[config.mk]
export PLATFORM = sky130hd
export DESIGN_NAME = profile_blink_indicator
export DESIGN_NICKNAME = d
export VERILOG_FILES = /design/src/rtl/pbi_pkg.sv /design/src/rtl/pbi_cfg_regs.sv /design/src/rtl/pbi_core.sv /design/src/rtl/profile_blink_indicator.sv
export SDC_FILE = /design/constraint.sdc
export NUM_CORES = 1
export LEC_CHECK = 0
export BUFFER_PORTS_ARGS = -buffer_cell sky130_fd_sc_hd__buf_2
export CAP_MARGIN = 15
export CORE_MARGIN = 2
export CORE_UTILIZATION = 61
export CTS_CLUSTER_SIZE = 8
export DETAILED_ROUTE_END_ITERATION = 16
export PLACE_DENSITY = 0.79
export SLEW_MARGIN = 40
export SYNTH_ARGS = -nofsm -noshare
export SYNTH_HDL_FRONTEND = slang
export SYNTH_HIERARCHICAL = 1
export SYNTH_SLANG_ARGS = --single-unit
[constraint.sdc]
create_clock -name aclk -period 3.4 [get_ports aclk]
set_clock_uncertainty 0.1 [all_clocks]
set_input_delay 0.17 -clock aclk [delete_from_list [all_inputs] [get_ports aclk]]
set_output_delay 0.17 -clock aclk [all_outputs]
set_load 0.05 [all_outputs]
[src/rtl/pbi_pkg.sv]
// ----------------------------------------------------------------------------
// pbi_pkg
// Shared types and constants of the profile blink indicator.
// ----------------------------------------------------------------------------
package pbi_pkg;

    localparam int unsigned TimeWidth  = 16;
    localparam int unsigned FlashWidth = 8;
    localparam int unsigned IndexWidth = 8;
    localparam int unsigned BlinkWidth = IndexWidth + 1;
    localparam int unsigned CfgAddrWidth = 3;
    localparam int unsigned CfgDataWidth = TimeWidth;

    // Configuration register indexes
    typedef enum logic [CfgAddrWidth-1:0] {
        REG_BLINK_ON_TIME     = 3'd0,
        REG_BLINK_OFF_TIME    = 3'd1,
        REG_END_PAUSE_TIME    = 3'd2,
        REG_CLEAR_ON_TIME     = 3'd3,
        REG_CLEAR_OFF_TIME    = 3'd4,
        REG_FLASH_TOTAL       = 3'd5,
        REG_START_DELAY       = 3'd6,
        REG_PINS_ACTIVE_LOW   = 3'd7
    } pbi_reg_t;

    // Reset values
    localparam logic [TimeWidth-1:0]  RstBlinkOnTime    = 16'd200;
    localparam logic [TimeWidth-1:0]  RstBlinkOffTime   = 16'd200;
    localparam logic [TimeWidth-1:0]  RstEndPauseTime   = 16'd800;
    localparam logic [TimeWidth-1:0]  RstClearOnTime    = 16'd80;
    localparam logic [TimeWidth-1:0]  RstClearOffTime   = 16'd80;
    localparam logic [FlashWidth-1:0] RstFlashTotal     = 8'd5;
    localparam logic [TimeWidth-1:0]  RstStartDelay     = 16'd50;
    localparam logic                  RstPinsActiveLow  = 1'b1;
    localparam logic [IndexWidth-1:0] RstPrevIndex      = 8'hFF;

    // Item kinds
    localparam logic FUNC_TICK  = 1'b0;
    localparam logic FUNC_EVENT = 1'b1;

    typedef struct packed {
        logic [TimeWidth-1:0]  blink_on_time;
        logic [TimeWidth-1:0]  blink_off_time;
        logic [TimeWidth-1:0]  end_pause_time;
        logic [TimeWidth-1:0]  clear_on_time;
        logic [TimeWidth-1:0]  clear_off_time;
        logic [FlashWidth-1:0] flash_total;
        logic [TimeWidth-1:0]  start_delay;
        logic                  pins_active_low;
    } pbi_cfg_t;

    typedef struct packed {
        logic                  func;
        logic [IndexWidth-1:0] prof_num;
        logic                  link_connected;
    } pbi_in_t;

    typedef struct packed {
        logic count_led_pin;
        logic link_led_pin;
        logic pattern_busy;
    } pbi_out_t;

endpackage

[src/rtl/pbi_cfg_regs.sv]
// ----------------------------------------------------------------------------
// pbi_cfg_regs
// Configuration register file; takes one write transaction per cycle.
// ----------------------------------------------------------------------------
module pbi_cfg_regs (
    input  logic                              aclk,
    input  logic                              aresetn,
    input  logic                              wr_en,
    input  logic [pbi_pkg::CfgAddrWidth-1:0]  wr_addr,
    input  logic [pbi_pkg::CfgDataWidth-1:0]  wr_data,
    output pbi_pkg::pbi_cfg_t                 cfg
);
    import pbi_pkg::*;

    pbi_cfg_t cfg_reg;

    always_ff @(posedge aclk) begin
        if (!aresetn) begin
            cfg_reg.blink_on_time     <= RstBlinkOnTime;
            cfg_reg.blink_off_time    <= RstBlinkOffTime;
            cfg_reg.end_pause_time    <= RstEndPauseTime;
            cfg_reg.clear_on_time     <= RstClearOnTime;
            cfg_reg.clear_off_time    <= RstClearOffTime;
            cfg_reg.flash_total       <= RstFlashTotal;
            cfg_reg.start_delay       <= RstStartDelay;
            cfg_reg.pins_active_low   <= RstPinsActiveLow;
        end else if (wr_en) begin
            unique case (pbi_reg_t'(wr_addr))
                REG_BLINK_ON_TIME:     cfg_reg.blink_on_time  <= wr_data;
                REG_BLINK_OFF_TIME:    cfg_reg.blink_off_time <= wr_data;
                REG_END_PAUSE_TIME:    cfg_reg.end_pause_time <= wr_data;
                REG_CLEAR_ON_TIME:     cfg_reg.clear_on_time  <= wr_data;
                REG_CLEAR_OFF_TIME:    cfg_reg.clear_off_time <= wr_data;
                REG_FLASH_TOTAL:       cfg_reg.flash_total    <= wr_data[FlashWidth-1:0];
                REG_START_DELAY:       cfg_reg.start_delay    <= wr_data;
                REG_PINS_ACTIVE_LOW:   cfg_reg.pins_active_low <= wr_data[0];
                default: ;
            endcase
        end
    end

    assign cfg = cfg_reg;

endmodule

[src/rtl/pbi_core.sv]
// ----------------------------------------------------------------------------
// pbi_core
// Blink pattern state and its combinational update per transaction.
// ----------------------------------------------------------------------------
module pbi_core (
    input  logic               aclk,
    input  logic               aresetn,
    input  logic               step_en,
    input  pbi_pkg::pbi_in_t   item,
    input  pbi_pkg::pbi_cfg_t  cfg,
    output pbi_pkg::pbi_out_t  result
);
    import pbi_pkg::*;

    logic [TimeWidth-1:0]  delay_left_reg,    delay_left_next;
    logic                  step_armed_reg,    step_armed_next;
    logic [BlinkWidth-1:0] blinks_wanted_reg, blinks_wanted_next;
    logic [BlinkWidth-1:0] blinks_done_reg,   blinks_done_next;
    logic                  lit_phase_reg,     lit_phase_next;
    logic                  link_up_reg,       link_up_next;
    logic                  clear_pattern_reg, clear_pattern_next;
    logic [IndexWidth-1:0] prev_index_reg,    prev_index_next;
    logic                  prev_conn_reg,     prev_conn_next;
    logic                  count_lit_reg,     count_lit_next;
    logic                  link_lit_reg,      link_lit_next;

    logic [TimeWidth-1:0]  on_t, off_t;
    logic [BlinkWidth-1:0] done_inc;
    logic                  is_clear;

    always_comb begin
        delay_left_next    = delay_left_reg;
        step_armed_next    = step_armed_reg;
        blinks_wanted_next = blinks_wanted_reg;
        blinks_done_next   = blinks_done_reg;
        lit_phase_next     = lit_phase_reg;
        link_up_next       = link_up_reg;
        clear_pattern_next = clear_pattern_reg;
        prev_index_next    = prev_index_reg;
        prev_conn_next     = prev_conn_reg;
        count_lit_next     = count_lit_reg;
        link_lit_next      = link_lit_reg;

        on_t     = clear_pattern_reg ? cfg.clear_on_time  : cfg.blink_on_time;
        off_t    = clear_pattern_reg ? cfg.clear_off_time : cfg.blink_off_time;
        done_inc = blinks_done_reg + BlinkWidth'(1);
        is_clear = (item.prof_num == prev_index_reg) && prev_conn_reg
                   && !item.link_connected;

        if (item.func == FUNC_TICK) begin
            if (step_armed_reg) begin
                if (delay_left_reg[TimeWidth-1:1] == '0) begin
                    // fire the scheduled step
                    delay_left_next = '0;
                    step_armed_next = 1'b0;
                    if (blinks_done_reg >= blinks_wanted_reg) begin
                        count_lit_next     = 1'b0;
                        link_lit_next      = link_up_reg;
                        clear_pattern_next = 1'b0;
                    end else if (lit_phase_reg) begin
                        count_lit_next = 1'b0;
                        if (clear_pattern_reg) begin
                            link_lit_next = 1'b0;
                        end
                        lit_phase_next   = 1'b0;
                        blinks_done_next = done_inc;
                        delay_left_next  = (done_inc >= blinks_wanted_reg) ?
                                           cfg.end_pause_time : off_t;
                        step_armed_next  = 1'b1;
                    end else begin
                        count_lit_next = 1'b1;
                        if (clear_pattern_reg) begin
                            link_lit_next = 1'b1;
                        end
                        lit_phase_next  = 1'b1;
                        delay_left_next = on_t;
                        step_armed_next = 1'b1;
                    end
                end else begin
                    delay_left_next = delay_left_reg - TimeWidth'(1);
                end
            end
        end else begin
            if (is_clear) begin
                clear_pattern_next = 1'b1;
                link_up_next       = 1'b0;
                blinks_wanted_next = BlinkWidth'(cfg.flash_total);
            end else begin
                link_up_next       = item.link_connected;
                clear_pattern_next = 1'b0;
                link_lit_next      = item.link_connected;
                blinks_wanted_next = BlinkWidth'(item.prof_num) + BlinkWidth'(1);
            end
            blinks_done_next = '0;
            lit_phase_next   = 1'b0;
            delay_left_next  = cfg.start_delay;
            step_armed_next  = 1'b1;
            prev_index_next  = item.prof_num;
            prev_conn_next   = item.link_connected;
        end

        result.count_led_pin = count_lit_next ^ cfg.pins_active_low;
        result.link_led_pin  = link_lit_next ^ cfg.pins_active_low;
        result.pattern_busy  = step_armed_next;
    end

    always_ff @(posedge aclk) begin
        if (!aresetn) begin
            delay_left_reg    <= '0;
            step_armed_reg    <= 1'b0;
            blinks_wanted_reg <= '0;
            blinks_done_reg   <= '0;
            lit_phase_reg     <= 1'b0;
            link_up_reg       <= 1'b0;
            clear_pattern_reg <= 1'b0;
            prev_index_reg    <= RstPrevIndex;
            prev_conn_reg     <= 1'b0;
            count_lit_reg     <= 1'b0;
            link_lit_reg      <= 1'b0;
        end else if (step_en) begin
            delay_left_reg    <= delay_left_next;
            step_armed_reg    <= step_armed_next;
            blinks_wanted_reg <= blinks_wanted_next;
            blinks_done_reg   <= blinks_done_next;
            lit_phase_reg     <= lit_phase_next;
            link_up_reg       <= link_up_next;
            clear_pattern_reg <= clear_pattern_next;
            prev_index_reg    <= prev_index_next;
            prev_conn_reg     <= prev_conn_next;
            count_lit_reg     <= count_lit_next;
            link_lit_reg      <= link_lit_next;
        end
    end

endmodule

[src/rtl/profile_blink_indicator.sv]
// ----------------------------------------------------------------------------
// profile_blink_indicator
// Count LED / link LED pattern generator driven by ticks and profile events.
// ----------------------------------------------------------------------------
// Every input transaction (a millisecond tick or a profile-change event)
// yields exactly one result transaction carrying both LED pin levels and a
// busy flag, in order. The block sustains one transaction per cycle while
// the downstream side keeps m_ready high; a transaction passes through the
// input register, the pattern update and the result register. While the
// result register waits on the downstream side, the input register takes
// one more transaction and then holds s_ready low until the result drains.
// Configuration writes are accepted every cycle and should be issued only
// while no transaction is in flight.
// ----------------------------------------------------------------------------
module profile_blink_indicator (
    input  logic                              aclk,
    input  logic                              aresetn,

    // item input
    input  logic                              s_valid,
    output logic                              s_ready,
    input  pbi_pkg::pbi_in_t                  s_data,

    // result output
    output logic                              m_valid,
    input  logic                              m_ready,
    output pbi_pkg::pbi_out_t                 m_data,

    // configuration write
    input  logic                              cfg_valid,
    output logic                              cfg_ready,
    input  logic [pbi_pkg::CfgAddrWidth-1:0]  cfg_addr,
    input  logic [pbi_pkg::CfgDataWidth-1:0]  cfg_wdata
);
    import pbi_pkg::*;

    pbi_cfg_t  cfg;
    pbi_in_t   in_data_reg;
    logic      in_valid_reg;
    pbi_out_t  out_data_reg;
    logic      out_valid_reg;
    pbi_out_t  core_result;
    logic      out_free;
    logic      advance;

    // Result register is free when empty or being drained this cycle.
    assign out_free = !out_valid_reg || m_ready;
    // Move the held transaction through the pattern update into the result.
    assign advance  = in_valid_reg && out_free;
    assign s_ready  = !in_valid_reg || out_free;

    assign cfg_ready = 1'b1;

    pbi_cfg_regs u_cfg (
        .aclk    (aclk),
        .aresetn (aresetn),
        .wr_en   (cfg_valid),
        .wr_addr (cfg_addr),
        .wr_data (cfg_wdata),
        .cfg     (cfg)
    );

    pbi_core u_core (
        .aclk    (aclk),
        .aresetn (aresetn),
        .step_en (advance),
        .item    (in_data_reg),
        .cfg     (cfg),
        .result  (core_result)
    );

    // Input register: capture a new transaction whenever it drains or is empty.
    always_ff @(posedge aclk) begin
        if (!aresetn) begin
            in_valid_reg <= 1'b0;
        end else if (s_ready) begin
            in_valid_reg <= s_valid;
        end
    end

    always_ff @(posedge aclk) begin
        if (s_ready && s_valid) begin
            in_data_reg <= s_data;
        end
    end

    // Result register: hold until the downstream side takes it.
    always_ff @(posedge aclk) begin
        if (!aresetn) begin
            out_valid_reg <= 1'b0;
        end else if (out_free) begin
            out_valid_reg <= in_valid_reg;
        end
    end

    always_ff @(posedge aclk) begin
        if (advance) begin
            out_data_reg <= core_result;
        end
    end

    assign m_valid = out_valid_reg;
    assign m_data  = out_data_reg;

endmodule
==> results of run 1 <==
report_power, final:
part	switching [uW]	internal [uW]	leakage (uW)	total, uW
sequential	47.6	2060	0.00139	2110
combinational	326	233	0.00247	560
clock	843	1070	0.000289	1910
total	1220	3360	0.00415	4580
worst register-to-register path, cell delays in order (launching register included):
cell,delay (ps)
dfxtp_1,410
ha_1,240
and3_1,210
and3_1,180
nand3_1,90
xnor2_1,250
ha_1,290
a21oi_1,140
o21ai_0,120
a41oi_2,300
buf_4,210
buf_4,170
nand3_1,90
a21oi_1,190
o21ai_1,90
logic make-up (layout without fill, tap and decap cells):
group	after synthesis	in the layout	share of synthesized area [%]
DFF	169	169	40.5
buffers and inverters	90	143	4.76
xor gates and xnor gates	28	28	2.83
AOI/OAI and AO/OA	173	173	13.6
other	1	1	0.0432
adders and majority gates	21	21	3.03
and+or+nand+nor	319	319	18.7
muxes	142	142	16.5
synth_stat cells (all sizes together), types with 12 or more instances:
cell type / number / area, um^2
edfxtp: 13 / 390
ha: 21 / 263
a21oi: 30 / 150
nor2b: 36 / 233
mux2i: 131 / 1310
dfxtp: 156 / 3120
inv: 17 / 63.8
o21ai: 36 / 180
xnor2: 12 / 105
a21boi: 25 / 188
nand2: 157 / 592
nor2: 18 / 67.6
nor3: 12 / 65.1
o211ai: 19 / 143
xor2: 16 / 140
clkbuf: 47 / 176
nand3: 28 / 140
buf: 24 / 165
metrics by stage:
step                      util [%]  instance area [um^2]  worst slack, ps  total power [uW]  std cells
after CTS                     70.8                  9830             46.7              4570       1172
after detailed placement      65.1                  9030              139              2660       1118
final                         71.1                  9860              212              4580       1176
after global placement        65.0                  9020              240              2650       1118
after floorplan                  -                  8680              287              2530        943
after global routing          71.1                  9860            -6.47              4740       1176
final cells by class:
type | count | area, um^2 | area share (%)
Sequential cell | 169 | 3510 | 35.6
Clock inverter | 13 | 129 | 1.31
Timing Repair Buffer | 92 | 666 | 6.75
Tap cell | 180 | 225 | 2.28
Clock buffer | 19 | 453 | 4.59
Inverter | 19 | 71.3 | 0.723
Multi-Input combinational cell | 684 | 4800 | 48.7
how the worst min path moves through the flow:
| stage | slack (ps) | endpoint | cells past startpoint |
|---|---|---|---|
| after floorplan | 170 | in_data_reg[0]$_DFFE_PP_ | 0 |
| after global placement | 250 | in_data_reg[1]$_DFFE_PP_ | 1 |
| after detailed placement | 250 | in_data_reg[8]$_DFFE_PP_ | 1 |
| after CTS | 6 | m_valid$_SDFFE_PN0P_ | 3 |
| after global routing | 20 | m_valid$_SDFFE_PN0P_ | 3 |
| final | 20 | m_valid$_SDFFE_PN0P_ | 3 |
cells in the final DEF (no fill, tap or decap), drive strengths merged, types with 9 or more instances in the layout:
| master | count |
|---|---|
| a21boi | 25 |
| a21o | 9 |
| a21oi | 30 |
| a31oi | 11 |
| and3 | 9 |
| buf | 70 |
| clkbuf | 19 |
| dfxtp | 156 |
| dlygate4sd3 | 22 |
| edfxtp | 13 |
| ha | 21 |
| inv | 24 |
| mux2 | 11 |
| mux2i | 131 |
| nand2 | 157 |
| nand3 | 28 |
| nor2 | 18 |
| nor2b | 36 |
| nor3 | 12 |
| o211ai | 19 |
| o21ai | 36 |
| xnor2 | 12 |
| xor2 | 16 |
routing by layer:
layer / GRT usage [%] / wire length, um
met4: 9.16 / 413
met5: 0 / 0
met1: 37.2 / 9430
met2: 45.7 / 9960
met3: 5.17 / 928
what timing repair did:
action	CTS	global route
gates resized for setup	0	1
hold endpoints to repair	30	0
buffers inserted	0	4
hold buffers	22	0
setup endpoints to repair	0	14
==> results.md, run 1 <==
* Max stage delay on crit path at 410 ps
* Measured slew at the worst slew-check pin at ~750 ps
* Period utilisation layout at 93.8%
* Unique cell type count in the Yosys netlist at 78
* Clock tree buffer depth at 2
* Area delta synth->final at 13.7%
* Max transition margin at between 40 and 50%
* CTS sink cnt at 169
* Mapped Area at between 8000 and 9000 um^2
* Iter 0 DRT Violations at 569
* Final TNS setup at 0 ps
* Avg Cell Area, Syn at 9.20 um^2
* Post-route DRC at 0
* Static Leak at 0.00415 uW
* # setup viols final at 0
* CP Capture Point: u_core/delay_left_reg[0]$_SDFFE_PN0P_
* Clock slew at reported path FFs at 60 ps
* Min-delay src: m_ready
* Grt ovf at 0
* Asr flop ratio synth at 0%
* Outcome: finished clean
* Max reg flops at 105
* Routed vias at 6986
* Source of the critical timing path: u_core/blinks_done_reg[0]$_SDFFE_PN0P_
* Layout cells sized above 1 at 14.1%
* Synthesized net count at 998
* Peak VDD IR at just over 400 uV
* Worst-Skew Late Latency at between 400 and 500 ps
* CP bufs+invs at 2
* CTS tree: yes
* Vias in the first global route at 6692
* Ports at 40
* Final Hold Fails at 0
* Initial antenna violation count at 0
* Filler instances at 1051
* Wire length per cell at 17.6 um
* Max Freq at 314 MHz
* Max_cap viols at 0
* Tot GR Track Use at 27.9%
* Critical path's top delay family: compound AO/OA/AOI/OAI gates
* Synth Register Bits at 169
* Die Span Y at 123 um
* Routed WL at around 21000 um
* Die area at 15200 um^2
* Initial Util at 62.5%
* Cells after Synth at 943
* GP Congestion at between 0.8 and 0.9
* Sequential share of the synthesized area at 40.5%
* Reg2reg setup slack at roughly 210 ps
* R2R Path End: u_core/delay_left_reg[0]$_SDFFE_PN0P_
* Crit. path cell count at 14
* Max Slew Vio Count at 0
* Root Driver: clkbuf_16
* Largest net degree at the start of global routing at 83
* CP max stage cell: dfxtp_1
* Required @ worst endpoint at 3610 ps
* Die Wd at roughly 120 um
* Core area at 13900 um^2
* Worst setup path class: reg -> reg
* Worst min-delay path category: in -> reg
* WP data arrival at 3390 ps
* Final period demand of the worst path at between 3000 and 4000 ps
* DP HPWL at ~14000 um
* H-tree Lvls at 4
* Number of flops mapped to enable cells by yosys at 13
* Hold Worst Slack at around 20 ps
* Worst reg2reg startpoint: u_core/blinks_done_reg[0]$_SDFFE_PN0P_
* Pre-antenna DRT Iters at 5
* Max FO, Critical Path at 9
* Pwr dens at 464 nW/um^2
* First-pass GRT wire length at 33400 um
* DRT antenna net count at 0
* Worst Setup Start Kind: register
* IO buf count at 38
* Inserted Clock Buffers at 17
* Worst Reg2Reg Path Length in Cells at 14
* # diodes at 0
* Layout net count at approximately 1.0k
* Crit end category: register
* Row cnt at 43
* Via-to-Cell Ratio at approximately 5.9
* Top_reg_cell synth: dfxtp_1
* Worst path cell trace: ha_1 -> and3_1 -> and3_1 -> nand3_1 -> xnor2_1 -> ha_1 -> a21oi_1 -> o21ai_0 -> a41oi_2 -> buf_4 -> buf_4 -> nand3_1 -> a21oi_1 -> o21ai_1
* Synth warn at 6
Note: power is estimated with default switching activity, not from simulation.
==> run 2, diff against run 1 <==
--- a/config.mk
+++ b/config.mk
@@ -12,6 +12,7 @@
 export CTS_CLUSTER_SIZE = 8
 export DETAILED_ROUTE_END_ITERATION = 16
 export PLACE_DENSITY = 0.79
+export REMOVE_ABC_BUFFERS = 1
 export SLEW_MARGIN = 40
 export SYNTH_ARGS = -nofsm -noshare
 export SYNTH_HDL_FRONTEND = slang
==> results.md, run 2 (synthesis results as in run 1) <==
* Outcome: finished clean
* WP data arrival at 3490 ps (+100 ps)
* Routed WL at 20500 um (-1.2%)
* Most common cell after layout, fill and taps aside: nand2_1
* Required @ worst endpoint at 3660 ps (+50 ps)
* Buffer count from post-CTS setup fixing at 0 (unchanged)
* DRT antenna net count at 0 (unchanged)
* Final period demand of the worst path at 3230 ps (+47.1 ps)
* Max transition margin at 41.1% (-8.5 points)
* P_sw at 1140 uW (-6.3%)
* Final Hold Fails at 0 (unchanged)
* Core area at 13900 um^2 (unchanged)
* Max reg flops at 105 (unchanged)
* Measured slew at the worst slew-check pin at 874 ps (+120 ps)
* # setup viols final at 0 (unchanged)
* Inserted Clock Buffers at 17 (unchanged)
* Max_cap viols at 0 (unchanged)
* Post-route DRC at 0 (unchanged)
* IO buf count at 38 (unchanged)
* Peak VDD IR at 415 uV (+2.0%)
* H-tree Lvls at 4 (unchanged)
* Fin util at 71.3% (+0.24 points)
* CTS sink cnt at 169 (unchanged)
* CTS tree: yes
* Filler instances at 1077 (+2.5%)
* Grt ovf at 0 (unchanged)
* Area delta synth->final at 14.1%
* Row cnt at 43 (unchanged)
* Max Freq at 309 MHz (-1.5%)
* Net switching share of the total power at 24.6% (-1.9 points)
* Layout net count at 1033 (-0.48%)
* Via-to-Cell Ratio at 6.04 (+1.7%)
* Die area at 15200 um^2 (unchanged)
* GP Congestion at 0.887 (-1.4%)
* Layout cells sized above 1 at 13.7% (-0.39 points)
* Static Leak at 0.00414 uW (-0.22%)
* Flop pwr share at 45.6% (-0.5 points)
* Pre-antenna DRT Iters at 5 (unchanged)
* Pwr dens at 468 nW/um^2 (+0.71%)
* Die Wd at 123 um (unchanged)
* Initial Util at 62.5% (unchanged)
* Period utilisation layout at 95.1% (+1.4 points)
* Iter 0 DRT Violations at 572 (+0.53%)
* Post-Place Cells at 1116 (-0.18%)
* DP HPWL at 13200 um (-3.2%)
* Min-Delay Path Depth at 3 (unchanged)
* FF/Latch Area at 3510 um^2 (unchanged)
* Final TNS setup at 0 ps (unchanged)
* Multi-input logic area at 4870 um^2 (+1.3%)
* Pint at 3490 uW (+3.7%)
* Root Driver: clkbuf_16
* Crit end category: register
* Clock tree buffer depth at 2 (unchanged)
* Fin cells at 1169 (-0.60%)
* Fin area at 9900 um^2 (+0.34%)
* Placed Area at 9010 um^2 (-0.17%)
* Worst Setup Start Kind: register
* Initial antenna violation count at 1 (+1)
* Vias in the first global route at 6590 (-1.5%)
* Clk pwr share at 42.3% (+0.6 points)
* Most frequent cells in the layout: 156 x nand2_1, 155 x dfxtp_1, 131 x mux2i_1
* Worst setup path class: reg -> reg
* Worst min-delay path category: in -> reg
* Largest net degree at the start of global routing at 66 (-20%)
* Combinational share of power at 12.0% (-0.2 points)
* Routed vias at 7061 (+1.1%)
* Ports at 40 (unchanged)
* Clock slew at reported path FFs at 60 ps (about the same)
* Worst Reg2Reg Path Length in Cells at 11 (-3)
* Max FO, Critical Path at 10 (+1)
* Max Slew Vio Count at 0 (unchanged)
* Die Span Y at 123 um (unchanged)
* Tot GR Track Use at 27.6% (-0.34 points)
* Worst-Skew Late Latency at 430 ps (about the same)
* Hold Worst Slack at 7.48 ps (-13.0 ps)
* Wire length per cell at 17.5 um (-0.57%)
* First-pass GRT wire length at 32700 um (-2.2%)
run 2: what timing repair did:
item                       CTS  global route
hold endpoints to repair    30             0
resized for setup            0             8
setup endpoints to repair    0            16
hold buffers                22             0
run 2: final timing paths:
path	end	slack (ps)	startpoint
worst max-delay path	u_core/delay_left_reg[12]$_SDFFE_PN0P_	170	u_core/blinks_done_reg[0]$_SDFFE_PN0P_
worst min register to register	u_cfg/cfg[72]$_SDFFE_PN0P_	360	u_cfg/cfg[72]$_SDFFE_PN0P_
worst max register to register	u_core/delay_left_reg[12]$_SDFFE_PN0P_	170	u_core/blinks_done_reg[0]$_SDFFE_PN0P_
worst min-delay path	m_valid$_SDFFE_PN0P_	7	m_ready
run 2: area by class of cell:
type	count	area share, %
flip-flops and latches	169	35.5
multi-input cells	685	49.2
diodes	1	0.0253
inverters	19	0.721
clock buffers	23	5.15
clock inverters	6	0.885
repair buffers	86	6.27
well taps	180	2.28
run 2: power groups by stage:
stage | combinational (uW) | clock (uW) | sequential (uW)
after CTS | 536 | 1970 | 2110
after global placement | 502 | 0 | 2150
after global routing | 603 | 2050 | 2120
final | 556 | 1960 | 2110
after floorplan | 324 | 0 | 2150
after detailed placement | 511 | 0 | 2150
run 2: per-layer routing:
| layer | track usage (%) | vias up | wire length (um) | part of all wire (%) |
|---|---|---|---|---|
| met4 | 13.1 | 0 | 639 | 3.1 |
| met5 | 0 | - | 0 | 0 |
| met1 | 34.8 | 3370 | 9300 | 45 |
| met3 | 4.98 | 49 | 806 | 3.9 |
| met2 | 45.5 | 205 | 9740 | 48 |
| li1 | - | 3437 | - | - |
run 2: stage by stage:
stage	total power [uW]	setup slack, ps
floorplan	2480	-67.1
detailed placement	2660	67.9
CTS	4620	69.3
global placement	2650	235
global route	4770	-11.3
finish	4630	165
run 2: worst max-delay path, stage by stage (launching register included):
cell and delay (ps):
dfxtp_1 410, ha_1 230, and3_2 250, and3_1 190
nand3_1 90, xnor2_1 170, ha_1 330, nand2_1 140
or3_4 490, and4_2 240, a2111o_1 380, a31oi_1 150
